File: src/rtl/assert_macros.svh
// Assertion macros used by the RTL top of the control decode block.
`ifndef ASSERT_MACROS_SVH
`define ASSERT_MACROS_SVH

// Same-cycle implication, checked on every rising edge outside reset.
`define ASSERT_SAME(label, clk, rst, ante, cons) \
   label: assert property (@(posedge clk) disable iff (rst) (ante) |-> (cons)) \
      else $error("assertion failed");

// Next-cycle implication, checked on every rising edge outside reset.
`define ASSERT_NEXT(label, clk, rst, ante, cons) \
   label: assert property (@(posedge clk) disable iff (rst) (ante) |=> (cons)) \
      else $error("assertion failed");

`endif

File: src/rtl/rv32cd_pkg.sv
// Types, codes and helper functions of the RV32I control decode block.
package rv32cd_pkg;

   // Major opcodes
   localparam logic [6:0] OPC_REG    = 7'h33;
   localparam logic [6:0] OPC_IMM    = 7'h13;
   localparam logic [6:0] OPC_LOAD   = 7'h03;
   localparam logic [6:0] OPC_STORE  = 7'h23;
   localparam logic [6:0] OPC_BRANCH = 7'h63;
   localparam logic [6:0] OPC_JAL    = 7'h6F;
   localparam logic [6:0] OPC_JALR   = 7'h67;
   localparam logic [6:0] OPC_LUI    = 7'h37;
   localparam logic [6:0] OPC_AUIPC  = 7'h17;
   localparam logic [6:0] OPC_SYSTEM = 7'h73;

   // Commands
   localparam logic CMD_DECODE = 1'b0;
   localparam logic CMD_BRANCH = 1'b1;

   // ALU operations
   localparam logic [3:0] ALU_ADD  = 4'd0;
   localparam logic [3:0] ALU_SUB  = 4'd1;
   localparam logic [3:0] ALU_SLL  = 4'd2;
   localparam logic [3:0] ALU_SLT  = 4'd3;
   localparam logic [3:0] ALU_SLTU = 4'd4;
   localparam logic [3:0] ALU_XOR  = 4'd5;
   localparam logic [3:0] ALU_SRL  = 4'd6;
   localparam logic [3:0] ALU_SRA  = 4'd7;
   localparam logic [3:0] ALU_OR   = 4'd8;
   localparam logic [3:0] ALU_AND  = 4'd9;

   // Next-pc sources
   localparam logic [1:0] PC_SEQ  = 2'd0;
   localparam logic [1:0] PC_JUMP = 2'd1;
   localparam logic [1:0] PC_REG  = 2'd2;

   // Writeback sources
   localparam logic [1:0] WB_ALU = 2'd0;
   localparam logic [1:0] WB_MEM = 2'd1;
   localparam logic [1:0] WB_RET = 2'd2;

   // Operand selects
   localparam logic SEL_A_REG = 1'b0;
   localparam logic SEL_A_PC  = 1'b1;
   localparam logic SEL_B_REG = 1'b0;
   localparam logic SEL_B_IMM = 1'b1;

   // funct3 codes with a special meaning
   localparam logic [2:0] F3_ADD_SUB = 3'd0;
   localparam logic [2:0] F3_SHR     = 3'd5;

   // Input word of the request channel
   typedef struct packed {
      logic       command;
      logic [6:0] opcode;
      logic [2:0] funct3;
      logic [6:0] funct7;
      logic [6:0] imm_upper;
      logic [4:0] src1_index;
      logic [4:0] src2_index;
      logic [4:0] dest_index;
      logic       is_branch;
      logic       cmp_equal;
      logic       cmp_less;
      logic       cmp_less_unsigned;
   } req_word_type;

   // Pipeline control word kept between commands
   typedef struct packed {
      logic [1:0] pc_select;
      logic [4:0] src_a_reg;
      logic [4:0] src_b_reg;
      logic       alu_a_sel;
      logic       alu_b_sel;
      logic [3:0] alu_op;
      logic       mem_write;
      logic [1:0] mem_data_sel;
      logic [2:0] mem_format;
      logic       reg_write;
      logic [4:0] write_reg;
   } ctrl_word_type;

   // Bits of the control word below pc_select
   localparam int unsigned CTRL_LOW_BITS = $bits(ctrl_word_type) - 2;

   // ALU op from funct3, with the alternate (sub / arithmetic shift) encoding
   function automatic logic [3:0] alu_op_for(input logic [2:0] f3, input logic alt);
      logic [3:0] op;
      case (f3)
         3'd0:    op = alt ? ALU_SUB : ALU_ADD;
         3'd1:    op = ALU_SLL;
         3'd2:    op = ALU_SLT;
         3'd3:    op = ALU_SLTU;
         3'd4:    op = ALU_XOR;
         3'd5:    op = alt ? ALU_SRA : ALU_SRL;
         3'd6:    op = ALU_OR;
         default: op = ALU_AND;
      endcase
      return op;
   endfunction

endpackage

File: src/rtl/rv32cd_channels.sv
// Valid/ready channel interfaces for request and response words.
interface rv32cd_req_if;
   logic       valid;
   logic       ready;
   logic       command;
   logic [6:0] opcode;
   logic [2:0] funct3;
   logic [6:0] funct7;
   logic [6:0] imm_upper;
   logic [4:0] src1_index;
   logic [4:0] src2_index;
   logic [4:0] dest_index;
   logic       is_branch;
   logic       cmp_equal;
   logic       cmp_less;
   logic       cmp_less_unsigned;

   modport source (
      output valid, command, opcode, funct3, funct7, imm_upper, src1_index,
             src2_index, dest_index, is_branch, cmp_equal, cmp_less, cmp_less_unsigned,
      input  ready
   );
   modport sink (
      input  valid, command, opcode, funct3, funct7, imm_upper, src1_index,
             src2_index, dest_index, is_branch, cmp_equal, cmp_less, cmp_less_unsigned,
      output ready
   );
endinterface

interface rv32cd_rsp_if;
   logic       valid;
   logic       ready;
   logic [1:0] pc_select;
   logic [4:0] src_a_reg;
   logic [4:0] src_b_reg;
   logic       alu_a_sel;
   logic       alu_b_sel;
   logic [3:0] alu_op;
   logic       mem_write;
   logic [1:0] mem_data_sel;
   logic [2:0] mem_format;
   logic       reg_write;
   logic [4:0] write_reg;
   logic       illegal;

   modport source (
      output valid, pc_select, src_a_reg, src_b_reg, alu_a_sel, alu_b_sel, alu_op,
             mem_write, mem_data_sel, mem_format, reg_write, write_reg, illegal,
      input  ready
   );
   modport sink (
      input  valid, pc_select, src_a_reg, src_b_reg, alu_a_sel, alu_b_sel, alu_op,
             mem_write, mem_data_sel, mem_format, reg_write, write_reg, illegal,
      output ready
   );
endinterface

File: src/rtl/rv32cd_decoder.sv
// Next control word and illegal flag from one command and the current word.
module rv32cd_decoder (
   input  rv32cd_pkg::req_word_type  cmd,
   input  rv32cd_pkg::ctrl_word_type cur_word,
   output rv32cd_pkg::ctrl_word_type nxt_word,
   output logic                      illegal
);

   logic flag;
   logic imm_alt;

   // Pick the comparator flag for the branch condition
   always_comb begin
      case (cmd.funct3)
         3'd0, 3'd1: flag = cmd.cmp_equal;
         3'd4, 3'd5: flag = cmd.cmp_less;
         default:    flag = cmd.cmp_less_unsigned;
      endcase
   end

   assign imm_alt = (cmd.funct3 == rv32cd_pkg::F3_SHR) && (cmd.imm_upper != 7'd0);

   // Update the fields that the command assigns, hold the rest
   always_comb begin
      nxt_word = cur_word;
      illegal  = 1'b0;
      if (cmd.command == rv32cd_pkg::CMD_BRANCH) begin
         if (cmd.is_branch) begin
            if (cmd.funct3 == 3'd2 || cmd.funct3 == 3'd3) begin
               illegal = 1'b1;
            end else begin
               nxt_word.pc_select = {1'b0, flag ^ cmd.funct3[0]};
            end
         end
      end else begin
         nxt_word.pc_select = rv32cd_pkg::PC_SEQ;
         unique case (cmd.opcode)
            rv32cd_pkg::OPC_REG: begin
               nxt_word.src_a_reg    = cmd.src1_index;
               nxt_word.src_b_reg    = cmd.src2_index;
               nxt_word.alu_a_sel    = rv32cd_pkg::SEL_A_REG;
               nxt_word.alu_b_sel    = rv32cd_pkg::SEL_B_REG;
               nxt_word.alu_op       = rv32cd_pkg::alu_op_for(cmd.funct3,
                                                              cmd.funct7 != 7'd0);
               nxt_word.mem_write    = 1'b0;
               nxt_word.mem_data_sel = rv32cd_pkg::WB_ALU;
               nxt_word.reg_write    = 1'b1;
               nxt_word.write_reg    = cmd.dest_index;
            end
            rv32cd_pkg::OPC_IMM: begin
               nxt_word.src_a_reg    = cmd.src1_index;
               nxt_word.alu_a_sel    = rv32cd_pkg::SEL_A_REG;
               nxt_word.alu_b_sel    = rv32cd_pkg::SEL_B_IMM;
               nxt_word.alu_op       = rv32cd_pkg::alu_op_for(cmd.funct3, imm_alt);
               nxt_word.mem_write    = 1'b0;
               nxt_word.mem_data_sel = rv32cd_pkg::WB_ALU;
               nxt_word.reg_write    = 1'b1;
               nxt_word.write_reg    = cmd.dest_index;
            end
            rv32cd_pkg::OPC_LOAD: begin
               nxt_word.src_a_reg    = cmd.src1_index;
               nxt_word.alu_a_sel    = rv32cd_pkg::SEL_A_REG;
               nxt_word.alu_b_sel    = rv32cd_pkg::SEL_B_IMM;
               nxt_word.alu_op       = rv32cd_pkg::ALU_ADD;
               nxt_word.mem_write    = 1'b0;
               nxt_word.mem_data_sel = rv32cd_pkg::WB_MEM;
               if (cmd.funct3 == 3'd3 || cmd.funct3 >= 3'd6) begin
                  illegal = 1'b1;
               end else begin
                  nxt_word.mem_format = cmd.funct3;
                  nxt_word.reg_write  = 1'b1;
                  nxt_word.write_reg  = cmd.dest_index;
               end
            end
            rv32cd_pkg::OPC_STORE: begin
               nxt_word.src_a_reg = cmd.src1_index;
               nxt_word.src_b_reg = cmd.src2_index;
               nxt_word.alu_a_sel = rv32cd_pkg::SEL_A_REG;
               nxt_word.alu_b_sel = rv32cd_pkg::SEL_B_IMM;
               nxt_word.alu_op    = rv32cd_pkg::ALU_ADD;
               nxt_word.mem_write = 1'b1;
               if (cmd.funct3 >= 3'd3) begin
                  illegal = 1'b1;
               end else begin
                  // keep the unsigned bit, set the size
                  nxt_word.mem_format = {cur_word.mem_format[2], cmd.funct3[1:0]};
                  nxt_word.reg_write  = 1'b0;
               end
            end
            rv32cd_pkg::OPC_BRANCH: begin
               nxt_word.src_a_reg = cmd.src1_index;
               nxt_word.src_b_reg = cmd.src2_index;
               nxt_word.alu_a_sel = rv32cd_pkg::SEL_A_REG;
               nxt_word.alu_b_sel = rv32cd_pkg::SEL_B_REG;
               nxt_word.mem_write = 1'b0;
               nxt_word.reg_write = 1'b0;
               if (cmd.funct3 == 3'd2 || cmd.funct3 == 3'd3) begin
                  illegal = 1'b1;
               end else if (cmd.funct3 < 3'd2) begin
                  nxt_word.alu_op = rv32cd_pkg::ALU_SUB;
               end else if (cmd.funct3 < 3'd6) begin
                  nxt_word.alu_op = rv32cd_pkg::ALU_SLT;
               end else begin
                  nxt_word.alu_op = rv32cd_pkg::ALU_SLTU;
               end
            end
            rv32cd_pkg::OPC_JAL: begin
               nxt_word.pc_select    = rv32cd_pkg::PC_JUMP;
               nxt_word.mem_data_sel = rv32cd_pkg::WB_RET;
               nxt_word.mem_write    = 1'b0;
               nxt_word.reg_write    = 1'b1;
               nxt_word.write_reg    = cmd.dest_index;
            end
            rv32cd_pkg::OPC_JALR: begin
               nxt_word.pc_select    = rv32cd_pkg::PC_REG;
               nxt_word.src_a_reg    = cmd.src1_index;
               nxt_word.alu_a_sel    = rv32cd_pkg::SEL_A_REG;
               nxt_word.alu_b_sel    = rv32cd_pkg::SEL_B_IMM;
               nxt_word.alu_op       = rv32cd_pkg::ALU_ADD;
               nxt_word.mem_write    = 1'b0;
               nxt_word.mem_data_sel = rv32cd_pkg::WB_RET;
               nxt_word.reg_write    = 1'b1;
               nxt_word.write_reg    = cmd.dest_index;
            end
            rv32cd_pkg::OPC_LUI: begin
               nxt_word.src_a_reg    = 5'd0;
               nxt_word.alu_a_sel    = rv32cd_pkg::SEL_A_REG;
               nxt_word.alu_b_sel    = rv32cd_pkg::SEL_B_IMM;
               nxt_word.alu_op       = rv32cd_pkg::ALU_ADD;
               nxt_word.mem_write    = 1'b0;
               nxt_word.mem_data_sel = rv32cd_pkg::WB_ALU;
               nxt_word.reg_write    = 1'b1;
               nxt_word.write_reg    = cmd.dest_index;
            end
            rv32cd_pkg::OPC_AUIPC: begin
               nxt_word.alu_a_sel    = rv32cd_pkg::SEL_A_PC;
               nxt_word.alu_b_sel    = rv32cd_pkg::SEL_B_IMM;
               nxt_word.alu_op       = rv32cd_pkg::ALU_ADD;
               nxt_word.mem_write    = 1'b0;
               nxt_word.mem_data_sel = rv32cd_pkg::WB_ALU;
               nxt_word.reg_write    = 1'b1;
               nxt_word.write_reg    = cmd.dest_index;
            end
            rv32cd_pkg::OPC_SYSTEM: begin
               nxt_word.src_a_reg    = 5'd0;
               nxt_word.src_b_reg    = 5'd0;
               nxt_word.alu_a_sel    = rv32cd_pkg::SEL_A_REG;
               nxt_word.alu_b_sel    = rv32cd_pkg::SEL_B_REG;
               nxt_word.alu_op       = rv32cd_pkg::ALU_ADD;
               nxt_word.mem_write    = 1'b0;
               nxt_word.mem_data_sel = rv32cd_pkg::WB_ALU;
               nxt_word.reg_write    = 1'b0;
               nxt_word.write_reg    = 5'd0;
            end
            default: begin
               illegal = 1'b1;
            end
         endcase
      end
   end

endmodule

File: src/rtl/rv32i_control_decode.sv
// RV32I control decode top: request register, decoder, control word register.
// A request word passes through the request register, then the control word register, which raises its response.
// Throughput: one word per cycle while the response side is ready; the request register is
// refilled as the control word register advances, so both sides stream without bubbles.
// Synchronous active-high reset clears the control word to zero and empties both stages.
`include "assert_macros.svh"

module rv32i_control_decode (
   input logic               clock,
   input logic               reset,
   rv32cd_req_if.sink        req_chan,
   rv32cd_rsp_if.source      rsp_chan
);

   rv32cd_pkg::req_word_type  req_ff;
   rv32cd_pkg::req_word_type  req_in;
   logic                      req_valid_ff;
   rv32cd_pkg::ctrl_word_type word_ff;
   rv32cd_pkg::ctrl_word_type word_in;
   logic                      illegal_ff;
   logic                      illegal_in;
   logic                      rsp_valid_ff;
   logic                      advance;
   logic                      req_take;

   // Move a word to the response stage when that stage is free or draining
   assign advance  = req_valid_ff && (!rsp_valid_ff || rsp_chan.ready);
   assign req_take = req_chan.valid && req_chan.ready;
   assign req_chan.ready = !req_valid_ff || advance;

   // Gather the request payload
   always_comb begin
      req_in.command           = req_chan.command;
      req_in.opcode            = req_chan.opcode;
      req_in.funct3            = req_chan.funct3;
      req_in.funct7            = req_chan.funct7;
      req_in.imm_upper         = req_chan.imm_upper;
      req_in.src1_index        = req_chan.src1_index;
      req_in.src2_index        = req_chan.src2_index;
      req_in.dest_index        = req_chan.dest_index;
      req_in.is_branch         = req_chan.is_branch;
      req_in.cmp_equal         = req_chan.cmp_equal;
      req_in.cmp_less          = req_chan.cmp_less;
      req_in.cmp_less_unsigned = req_chan.cmp_less_unsigned;
   end

   // Request stage
   always_ff @(posedge clock) begin
      if (reset) begin
         req_valid_ff <= 1'b0;
      end else if (req_take) begin
         req_valid_ff <= 1'b1;
      end else if (advance) begin
         req_valid_ff <= 1'b0;
      end
   end

   always_ff @(posedge clock) begin
      if (req_take) begin
         req_ff <= req_in;
      end
   end

   rv32cd_decoder u_decoder (
      .cmd      (req_ff),
      .cur_word (word_ff),
      .nxt_word (word_in),
      .illegal  (illegal_in)
   );

   // Control word: state and response register in one
   always_ff @(posedge clock) begin
      if (reset) begin
         word_ff      <= '0;
         rsp_valid_ff <= 1'b0;
      end else begin
         if (advance) begin
            word_ff <= word_in;
         end
         if (advance) begin
            rsp_valid_ff <= 1'b1;
         end else if (rsp_chan.ready) begin
            rsp_valid_ff <= 1'b0;
         end
      end
   end

   always_ff @(posedge clock) begin
      if (advance) begin
         illegal_ff <= illegal_in;
      end
   end

   // Drive the response channel
   assign rsp_chan.valid        = rsp_valid_ff;
   assign rsp_chan.pc_select    = word_ff.pc_select;
   assign rsp_chan.src_a_reg    = word_ff.src_a_reg;
   assign rsp_chan.src_b_reg    = word_ff.src_b_reg;
   assign rsp_chan.alu_a_sel    = word_ff.alu_a_sel;
   assign rsp_chan.alu_b_sel    = word_ff.alu_b_sel;
   assign rsp_chan.alu_op       = word_ff.alu_op;
   assign rsp_chan.mem_write    = word_ff.mem_write;
   assign rsp_chan.mem_data_sel = word_ff.mem_data_sel;
   assign rsp_chan.mem_format   = word_ff.mem_format;
   assign rsp_chan.reg_write    = word_ff.reg_write;
   assign rsp_chan.write_reg    = word_ff.write_reg;
   assign rsp_chan.illegal      = illegal_ff;

   // Checks
   `ASSERT_NEXT(a_advance_shows, clock, reset, advance, rsp_valid_ff)
   `ASSERT_NEXT(a_stall_holds_word, clock, reset, rsp_valid_ff && !rsp_chan.ready,
                $stable(word_ff))
   `ASSERT_NEXT(a_branch_only_pc, clock, reset,
                advance && req_ff.command == rv32cd_pkg::CMD_BRANCH,
                word_ff[rv32cd_pkg::CTRL_LOW_BITS-1:0] ==
                $past(word_ff[rv32cd_pkg::CTRL_LOW_BITS-1:0]))
   `ASSERT_SAME(a_pc_sel_code, clock, reset, rsp_valid_ff, word_ff.pc_select != 2'd3)

endmodule

File: src/flat_wrapper.sv
// flat-port wrapper written by rule: the top's interface ports become plain ports
module rv32i_control_decode_flat 
  (clock, reset, req_chan_valid, req_chan_command, req_chan_opcode, req_chan_funct3, req_chan_funct7, req_chan_imm_upper, req_chan_src1_index, req_chan_src2_index, req_chan_dest_index, req_chan_is_branch, req_chan_cmp_equal, req_chan_cmp_less, req_chan_cmp_less_unsigned, req_chan_ready, rsp_chan_valid, rsp_chan_pc_select, rsp_chan_src_a_reg, rsp_chan_src_b_reg, rsp_chan_alu_a_sel, rsp_chan_alu_b_sel, rsp_chan_alu_op, rsp_chan_mem_write, rsp_chan_mem_data_sel, rsp_chan_mem_format, rsp_chan_reg_write, rsp_chan_write_reg, rsp_chan_illegal, rsp_chan_ready);
  rv32cd_req_if req_chan_i ();
  rv32cd_rsp_if rsp_chan_i ();
  input logic clock;
  input logic reset;
  input wire logic [$bits(req_chan_i.valid)-1:0] req_chan_valid;
  input wire logic [$bits(req_chan_i.command)-1:0] req_chan_command;
  input wire logic [$bits(req_chan_i.opcode)-1:0] req_chan_opcode;
  input wire logic [$bits(req_chan_i.funct3)-1:0] req_chan_funct3;
  input wire logic [$bits(req_chan_i.funct7)-1:0] req_chan_funct7;
  input wire logic [$bits(req_chan_i.imm_upper)-1:0] req_chan_imm_upper;
  input wire logic [$bits(req_chan_i.src1_index)-1:0] req_chan_src1_index;
  input wire logic [$bits(req_chan_i.src2_index)-1:0] req_chan_src2_index;
  input wire logic [$bits(req_chan_i.dest_index)-1:0] req_chan_dest_index;
  input wire logic [$bits(req_chan_i.is_branch)-1:0] req_chan_is_branch;
  input wire logic [$bits(req_chan_i.cmp_equal)-1:0] req_chan_cmp_equal;
  input wire logic [$bits(req_chan_i.cmp_less)-1:0] req_chan_cmp_less;
  input wire logic [$bits(req_chan_i.cmp_less_unsigned)-1:0] req_chan_cmp_less_unsigned;
  output wire logic [$bits(req_chan_i.ready)-1:0] req_chan_ready;
  output wire logic [$bits(rsp_chan_i.valid)-1:0] rsp_chan_valid;
  output wire logic [$bits(rsp_chan_i.pc_select)-1:0] rsp_chan_pc_select;
  output wire logic [$bits(rsp_chan_i.src_a_reg)-1:0] rsp_chan_src_a_reg;
  output wire logic [$bits(rsp_chan_i.src_b_reg)-1:0] rsp_chan_src_b_reg;
  output wire logic [$bits(rsp_chan_i.alu_a_sel)-1:0] rsp_chan_alu_a_sel;
  output wire logic [$bits(rsp_chan_i.alu_b_sel)-1:0] rsp_chan_alu_b_sel;
  output wire logic [$bits(rsp_chan_i.alu_op)-1:0] rsp_chan_alu_op;
  output wire logic [$bits(rsp_chan_i.mem_write)-1:0] rsp_chan_mem_write;
  output wire logic [$bits(rsp_chan_i.mem_data_sel)-1:0] rsp_chan_mem_data_sel;
  output wire logic [$bits(rsp_chan_i.mem_format)-1:0] rsp_chan_mem_format;
  output wire logic [$bits(rsp_chan_i.reg_write)-1:0] rsp_chan_reg_write;
  output wire logic [$bits(rsp_chan_i.write_reg)-1:0] rsp_chan_write_reg;
  output wire logic [$bits(rsp_chan_i.illegal)-1:0] rsp_chan_illegal;
  input wire logic [$bits(rsp_chan_i.ready)-1:0] rsp_chan_ready;
  assign req_chan_i.valid = req_chan_valid;
  assign req_chan_i.command = req_chan_command;
  assign req_chan_i.opcode = req_chan_opcode;
  assign req_chan_i.funct3 = req_chan_funct3;
  assign req_chan_i.funct7 = req_chan_funct7;
  assign req_chan_i.imm_upper = req_chan_imm_upper;
  assign req_chan_i.src1_index = req_chan_src1_index;
  assign req_chan_i.src2_index = req_chan_src2_index;
  assign req_chan_i.dest_index = req_chan_dest_index;
  assign req_chan_i.is_branch = req_chan_is_branch;
  assign req_chan_i.cmp_equal = req_chan_cmp_equal;
  assign req_chan_i.cmp_less = req_chan_cmp_less;
  assign req_chan_i.cmp_less_unsigned = req_chan_cmp_less_unsigned;
  assign req_chan_ready = req_chan_i.ready;
  assign rsp_chan_valid = rsp_chan_i.valid;
  assign rsp_chan_pc_select = rsp_chan_i.pc_select;
  assign rsp_chan_src_a_reg = rsp_chan_i.src_a_reg;
  assign rsp_chan_src_b_reg = rsp_chan_i.src_b_reg;
  assign rsp_chan_alu_a_sel = rsp_chan_i.alu_a_sel;
  assign rsp_chan_alu_b_sel = rsp_chan_i.alu_b_sel;
  assign rsp_chan_alu_op = rsp_chan_i.alu_op;
  assign rsp_chan_mem_write = rsp_chan_i.mem_write;
  assign rsp_chan_mem_data_sel = rsp_chan_i.mem_data_sel;
  assign rsp_chan_mem_format = rsp_chan_i.mem_format;
  assign rsp_chan_reg_write = rsp_chan_i.reg_write;
  assign rsp_chan_write_reg = rsp_chan_i.write_reg;
  assign rsp_chan_illegal = rsp_chan_i.illegal;
  assign rsp_chan_i.ready = rsp_chan_ready;
  rv32i_control_decode u_core (.clock(clock), .reset(reset), .req_chan(req_chan_i), .rsp_chan(rsp_chan_i));
endmodule
File: config.mk
export PLATFORM = sky130hd
export DESIGN_NAME = rv32i_control_decode_flat
export DESIGN_NICKNAME = d
export VERILOG_FILES = /design/src/rtl/rv32cd_pkg.sv /design/src/rtl/rv32cd_channels.sv /design/src/rtl/rv32cd_decoder.sv /design/src/rtl/rv32i_control_decode.sv /design/src/flat_wrapper.sv
export VERILOG_INCLUDE_DIRS = /design/src /design/src/rtl
export SDC_FILE = /design/constraint.sdc
export NUM_CORES = 1
export LEC_CHECK = 0
export BUFFER_PORTS_ARGS = -buffer_cell sky130_fd_sc_hd__buf_2
export CAP_MARGIN = 10
export CORE_MARGIN = 5
export CORE_UTILIZATION = 56
export CTS_CLUSTER_SIZE = 24
export DETAILED_ROUTE_END_ITERATION = 10
export GPL_TIMING_DRIVEN = 0
export PLACE_DENSITY = 0.83
export SYNTH_ARGS = -nofsm -noshare
export SYNTH_HDL_FRONTEND = slang
export SYNTH_SLANG_ARGS = --single-unit
File: constraint.sdc
create_clock -name clock -period 5.42 [get_ports clock]
set_input_delay 0.813 -clock clock [delete_from_list [all_inputs] [get_ports clock]]
set_output_delay 0.813 -clock clock [all_outputs]
set_load 0.01 [all_outputs]
## Yosys cells after proc, flatten, opt, wreduce, memory -nomap -nowiden

Index checks and enable logic that the tools add are counted.

| storage, ports and cells | value |
|---|---|
| bits in registers | 77 |
| output and inout bits | 33 |

| cells by class | value |
|---|---|
| $lt $le $gt $ge | 4 |
| equality and inequality tests | 21 |
| muxes and demuxes | 34 |
| bitwise gates (word level) | 4 |
| reductions and logical operators | 45 |

Operators by type and width:

| cell | number |
|---|---|
| case mux 4 bit (7 select lines) | 2 |
| case mux 6 bit (6 select lines) | 1 |
| == test 7 bit, second input constant | 4 |
| == test 7 x 6 -> 1 bit, second input constant | 3 |
| case mux 5 bit (2 select lines) | 2 |
| AND reduction 3 bit | 6 |
| case mux 5 bit (3 select lines) | 1 |
| AND reduction 5 bit | 3 |
| == test 7 x 5 -> 1 bit, second input constant | 2 |
| nonzero test 7 bit | 2 |
| 2-to-1 mux 1 bit | 13 |
| nonzero test 2 bit | 6 |
| OR reduction 6 bit | 2 |
| inequality test 2 bit, second input constant | 5 |
| OR reduction 2 bit | 5 |
| == test 3 bit, second input constant | 3 |
| 2-to-1 mux 9 bit | 1 |
| OR reduction 9 bit | 1 |
| 2-to-1 mux 4 bit | 2 |
| case mux 1 bit (4 select lines) | 2 |
| AND reduction 4 bit | 2 |
| == test 7 x 2 -> 1 bit, second input constant | 1 |
| OR reduction 7 bit | 1 |
| == test 3 x 2 -> 1 bit, second input constant | 2 |
| other kinds (23) | 36 |

## Longest topological paths before layout

| depth | value |
|---|---|
| depth after elaboration | 7 |
| mapped depth | 8 |
| mapped depth without buffers | 7 |

## Modules after synthesis

A second synthesis with hierarchy kept.

| second synthesis, totals | value |
|---|---|
| cells, all modules | 342 |
| area, all modules | 3885.0 µm² |

Modules (own cells, without submodules):

| module | times used | cells an instance | area an instance (µm²) |
|---|---|---|---|
| rv32i_control_decode | 1 | 185 | 2808.9 |
| rv32cd_decoder | 1 | 157 | 1076.0 |

## Least setup slack after synthesis

No wires, ideal clock.

| timing path | value |
|---|---|
| path kind | input -> register |
| start point | input rsp_chan_ready |
| end point | register u_core.req_ff[0] in the netlist's numbering (enable) |
| setup time | 0.406 ns |
| arrival | 2.090 ns |
| setup slack | 2.924 ns |
| cell stages on the path | 3 |
| buffers on the path | 0 |
| path through | nor2b_1 nand2_1 and2_1 |

| between the ends | value |
|---|---|
| cells in the longest elaborated chain, start to end | 4 |

RTL lines:

| element | RTL line | text |
|---|---|---|
| start, declared | flat_wrapper.sv:35 | `input wire logic [$bits(rsp_chan_i.ready)-1:0] rsp_chan_ready;` |
| logical OR 1 bit | rv32i_control_decode.sv:27 | `assign advance = req_valid_ff && (!rsp_valid_ff \|\| rsp_chan.ready);` |
| logical AND 1 bit | rv32i_control_decode.sv:27 |  |
| logical OR 1 bit | rv32i_control_decode.sv:29 | `assign req_chan.ready = !req_valid_ff \|\| advance;` |
| via req_chan_ready | flat_wrapper.sv:21 | `output wire logic [$bits(req_chan_i.ready)-1:0] req_chan_ready;` |
| logical AND 1 bit | rv32i_control_decode.sv:28 | `assign req_take = req_chan.valid && req_chan.ready;` |
| via u_core.req_take | rv32i_control_decode.sv:24 | `logic req_take;` |
| end signal, assigned | rv32i_control_decode.sv:60 | `req_ff <= req_in;` |
| end, declared | rv32i_control_decode.sv:15 | `rv32cd_pkg::req_word_type req_ff;` |

The timed path passes the listed nets, and every way through them passes these cells.
A chain may end at the register's enable or synchronous reset.

## Worst setup path after layout

| timing path | value |
|---|---|
| start point | register u_core.req_ff[39] in the netlist's numbering |
| end point | register u_core.word_ff (netlist bit u_core.rsp_chan.alu_op[0]) |

| between the ends | value |
|---|---|
| cells in the longest elaborated chain, start to end | 4 |

RTL lines:

| element | RTL line | text |
|---|---|---|
| == test 7 x 2 -> 1 bit, or another cell as far along | rv32cd_decoder.sv:37 | `unique case (cmd.opcode)` |
| OR reduction 4 bit (no source line) | -- |  |
| nonzero test 6 bit (no source line) | -- |  |
| AND reduction 4 bit (no source line) | -- |  |
| end signal, assigned | rv32i_control_decode.sv:78 | `word_ff <= word_in;` |
| end, declared | rv32i_control_decode.sv:18 | `rv32cd_pkg::ctrl_word_type word_ff;` |

Several ways; a longest one is shown, not always the timed one.

==> flow_metrics.env <==
export IMPL_status="finished, final reports clean"
export IMPL_postSynthAreaPerCell_um2=12.1
export IMPL_die_area_um2=7220
export IMPL_setup_violations=0
export IMPL_cp_required_ps=5680
export IMPL_hold_class="flip-flop to flip-flop"
export IMPL_hold_buffers=0
export IMPL_slew_headroom=0.285
export IMPL_post_dp_hpwl_um=4850
export IMPL_fin_crit_ps=2320
export IMPL_reg2reg_from="u_core.req_ff[39]"
export IMPL_core_area_um2=5470
export IMPL_drt_vias_per_instance=5.45
export IMPL_setup_tns_ps=0
export IMPL_syn_nets=311
export IMPL_critPathLaunch="u_core.req_ff[39]"
export IMPL_synth_flop_cell="edfxtp_1"
export IMPL_io_buffers=80
export IMPL_syn_area_um2=3150
export IMPL_critPathCapture="u_core.rsp_chan.alu_op[0]"
export IMPL_clock_skew_ps=6.48
export IMPL_netlist_top_cell_by_area="edfxtp_1"
export IMPL_cp_max_fo=7
export IMPL_cts_setup_buffers=0
export IMPL_dr_pass1_iters=4
export IMPL_criticalPathCategory="flip-flop to flip-flop"
export IMPL_cts_root_buf="clkbuf_8"
export IMPL_cp_cell_sequence="nor4bb_1 > nand3_1 > nand3_2 > nor3b_1 > a221oi_1"
export IMPL_antenna_cells=0
export IMPL_dieHeight_um=84.9
export IMPL_r2r_end="u_core.rsp_chan.alu_op[0]"
export IMPL_hold_viol_final=0
export IMPL_antenna_found_initial=0
export IMPL_max_freq_ghz=0.431
export IMPL_nets=403
export IMPL_clk_insertion_delay_late_ps=360
export IMPL_grt_pass1_wl_um=11200
export IMPL_crit_slowest_cell="nor4bb_1"
export IMPL_final_area_um2=3870
export IMPL_drt_wl_total_um=6660
export IMPL_tightest_slew_ps=1060
export IMPL_htree_levels=3
export IMPL_ys_types=49
export IMPL_async_reset_ff_frac=0
export IMPL_crit_family="simple AND/OR/NAND/NOR gates"
export IMPL_synth_area_leaders="edfxtp_1 (43%), dfxtp_1 (20%), mux2i_1 (3.5%)"
export IMPL_cp_num_buf_inv=0
export IMPL_crit_cells=5
export IMPL_end_kind="flip-flop"
export IMPL_dpl_cell_area_um2=3660
export IMPL_cts_sinks=77
export IMPL_grt_max_degree=26
export IMPL_fp_dieW_um=84.9
export IMPL_critPathLaunchType="flip-flop"
export IMPL_num_io_pins=81
export IMPL_rows=27
export IMPL_largest_reg_flops=44
export IMPL_drtIter0Drc=189
export IMPL_postCtsResizedCells=0
export IMPL_grt_use_total=0.202
export IMPL_clkTransAtPathRegs_ps=70
export IMPL_overflow=0
export IMPL_synth_edf_count=45
export IMPL_timing_final_crit_share=0.428
export IMPL_synth_yosys_seq_area_share=0.633
export IMPL_p_leak_nw=1.61
export IMPL_cts_tree="done"
export IMPL_clk_path_buf_depth=2
export IMPL_vias=2340
export IMPL_start_util=0.575
export IMPL_yosysTopAreaCellShare=0.430
export IMPL_irDropWorstVdd_v=0.000239
export IMPL_reg2regPathDepth=5
export IMPL_yosysWarningCount=0
export IMPL_crit_arrival_ps=2580
export IMPL_antenna_left=0
export IMPL_route_detailed_drc=0
export IMPL_routabilityCongestion=0.850
export IMPL_ys_ff_latch=77
export IMPL_numCtsBuffers=9
export IMPL_r2r_setup_slack_ps=3100
export IMPL_drive_gt1_frac=0.303
export IMPL_power_density_nw_per_um2=302
export IMPL_cp_slowest_stage_delay_ps=920
export IMPL_rsz0062_at_grt="false"
export IMPL_area_delta_synth_final_pct=22.9
export IMPL_regMostFlops="u_core.req_ff"
export IMPL_post_drt_wl_per_cell_um=15.5
export IMPL_report_final_slew_viol_count=0
export IMPL_first_global_vias=2432
export IMPL_drv_cap=0
export IMPL_syn_inst=260
layer usage:
metal / share of wire / global-route usage / wire length (um)
met1: 0.41 / 0.238 / 2750
met2: 0.49 / 0.328 / 3300
met3: 0.076 / 0.0864 / 505
met4: 0.017 / 0.0763 / 110
met5: 0 / 0 / 0
worst reg2reg max path, delay by kind of cell (launching register included):
kind,cells,cell delay [ps]
AOI/OAI and AO/OA,1,250
DFF,1,450
and+or+nand+nor,4,1520
Yosys cell counts, drive strengths merged, types with 6 or more instances:
cell	count
nand2	19
a22oi	6
dfxtp	32
nor2b	11
mux2i	11
nor3	8
edfxtp	45
nor2	20
a21oi	15
nand2b	7
inv	10
clkbuf	7
worst min-delay path by stage:
stage | from | end | slack, ps | cells after the start
after floorplan | u_core.req_ff[14] | u_core.rsp_chan.src_a_reg[0] | 440 | 1
after global placement | u_core.rsp_chan.alu_op[3] | u_core.rsp_chan.alu_op[3] | 440 | 2
after detailed placement | u_core.rsp_chan.alu_op[3] | u_core.rsp_chan.alu_op[3] | 440 | 2
after CTS | u_core.rsp_chan.alu_op[3] | u_core.rsp_chan.alu_op[3] | 450 | 2
after global routing | u_core.req_ff[18] | u_core.rsp_chan.src_a_reg[4] | 490 | 1
final | u_core.rsp_chan.alu_op[3] | u_core.rsp_chan.alu_op[3] | 450 | 2
area by class of cell:
cell class	instances	area [um2]
sequential	77	1990
inverter	10	37.5
buffer	11	52.6
fill	418	1610
clock buffer	11	141
multi-input combinational	162	1060
clock inverter	5	60.1
tap	72	90.1
timing repair buffer	81	428
layout by cell type, fill, tap and decap left out, types with 2 or more instances in the layout:
master,count
a221oi_1,4
nand2_1,19
buf_2,83
nor3_1,8
dfxtp_1,32
clkbuf_8,10
nor2_1,20
nand2b_1,7
o21ai_0,4
a21oi_1,15
nor4b_1,2
nand3_1,4
mux2_2,2
nor4_1,3
xnor2_1,2
a211o_1,2
edfxtp_1,45
nor2b_1,11
mux2i_1,11
a21o_1,2
a211oi_1,2
inv_1,10
ha_1,3
nor4_2,2
a22o_1,5
a31oi_1,5
a22oi_1,6
clkbuf_1,8
o22ai_1,2
kinds of logic (layout without fill, tap and decap cells):
family          Yosys count  after routing  synth area share
fa+ha+maj                 3              3            0.0119
xor+xnor                  3              3           0.00835
simple gates             91             91             0.163
compound gates           52             52             0.113
flops                    77             77             0.633
buf+inv                  21            118            0.0286
mux                      13             13            0.0422
power by group:
part           total (mW)  internal, mW  switching (mW)
Clock               0.434         0.227           0.207
Combinational      0.0819        0.0340          0.0478
Sequential          0.653         0.643         0.00946
Total                1.17         0.904           0.264
per-stage QoR:
step           power, mW   util  setup WS [ps]  hold slack [ps]  std cells
2_1_floorplan      0.711      -           2920              436        260
3_3_place_gp       0.742  0.664           2510              436        412
3_5_place_dp       0.747  0.670           2840              441        413
4_1_cts             1.18  0.706           3150              451        429
5_1_grt             1.22  0.706           2880              488        429
6_report            1.17  0.706           3100              449        429
Power figures use the tool's default switching activity.
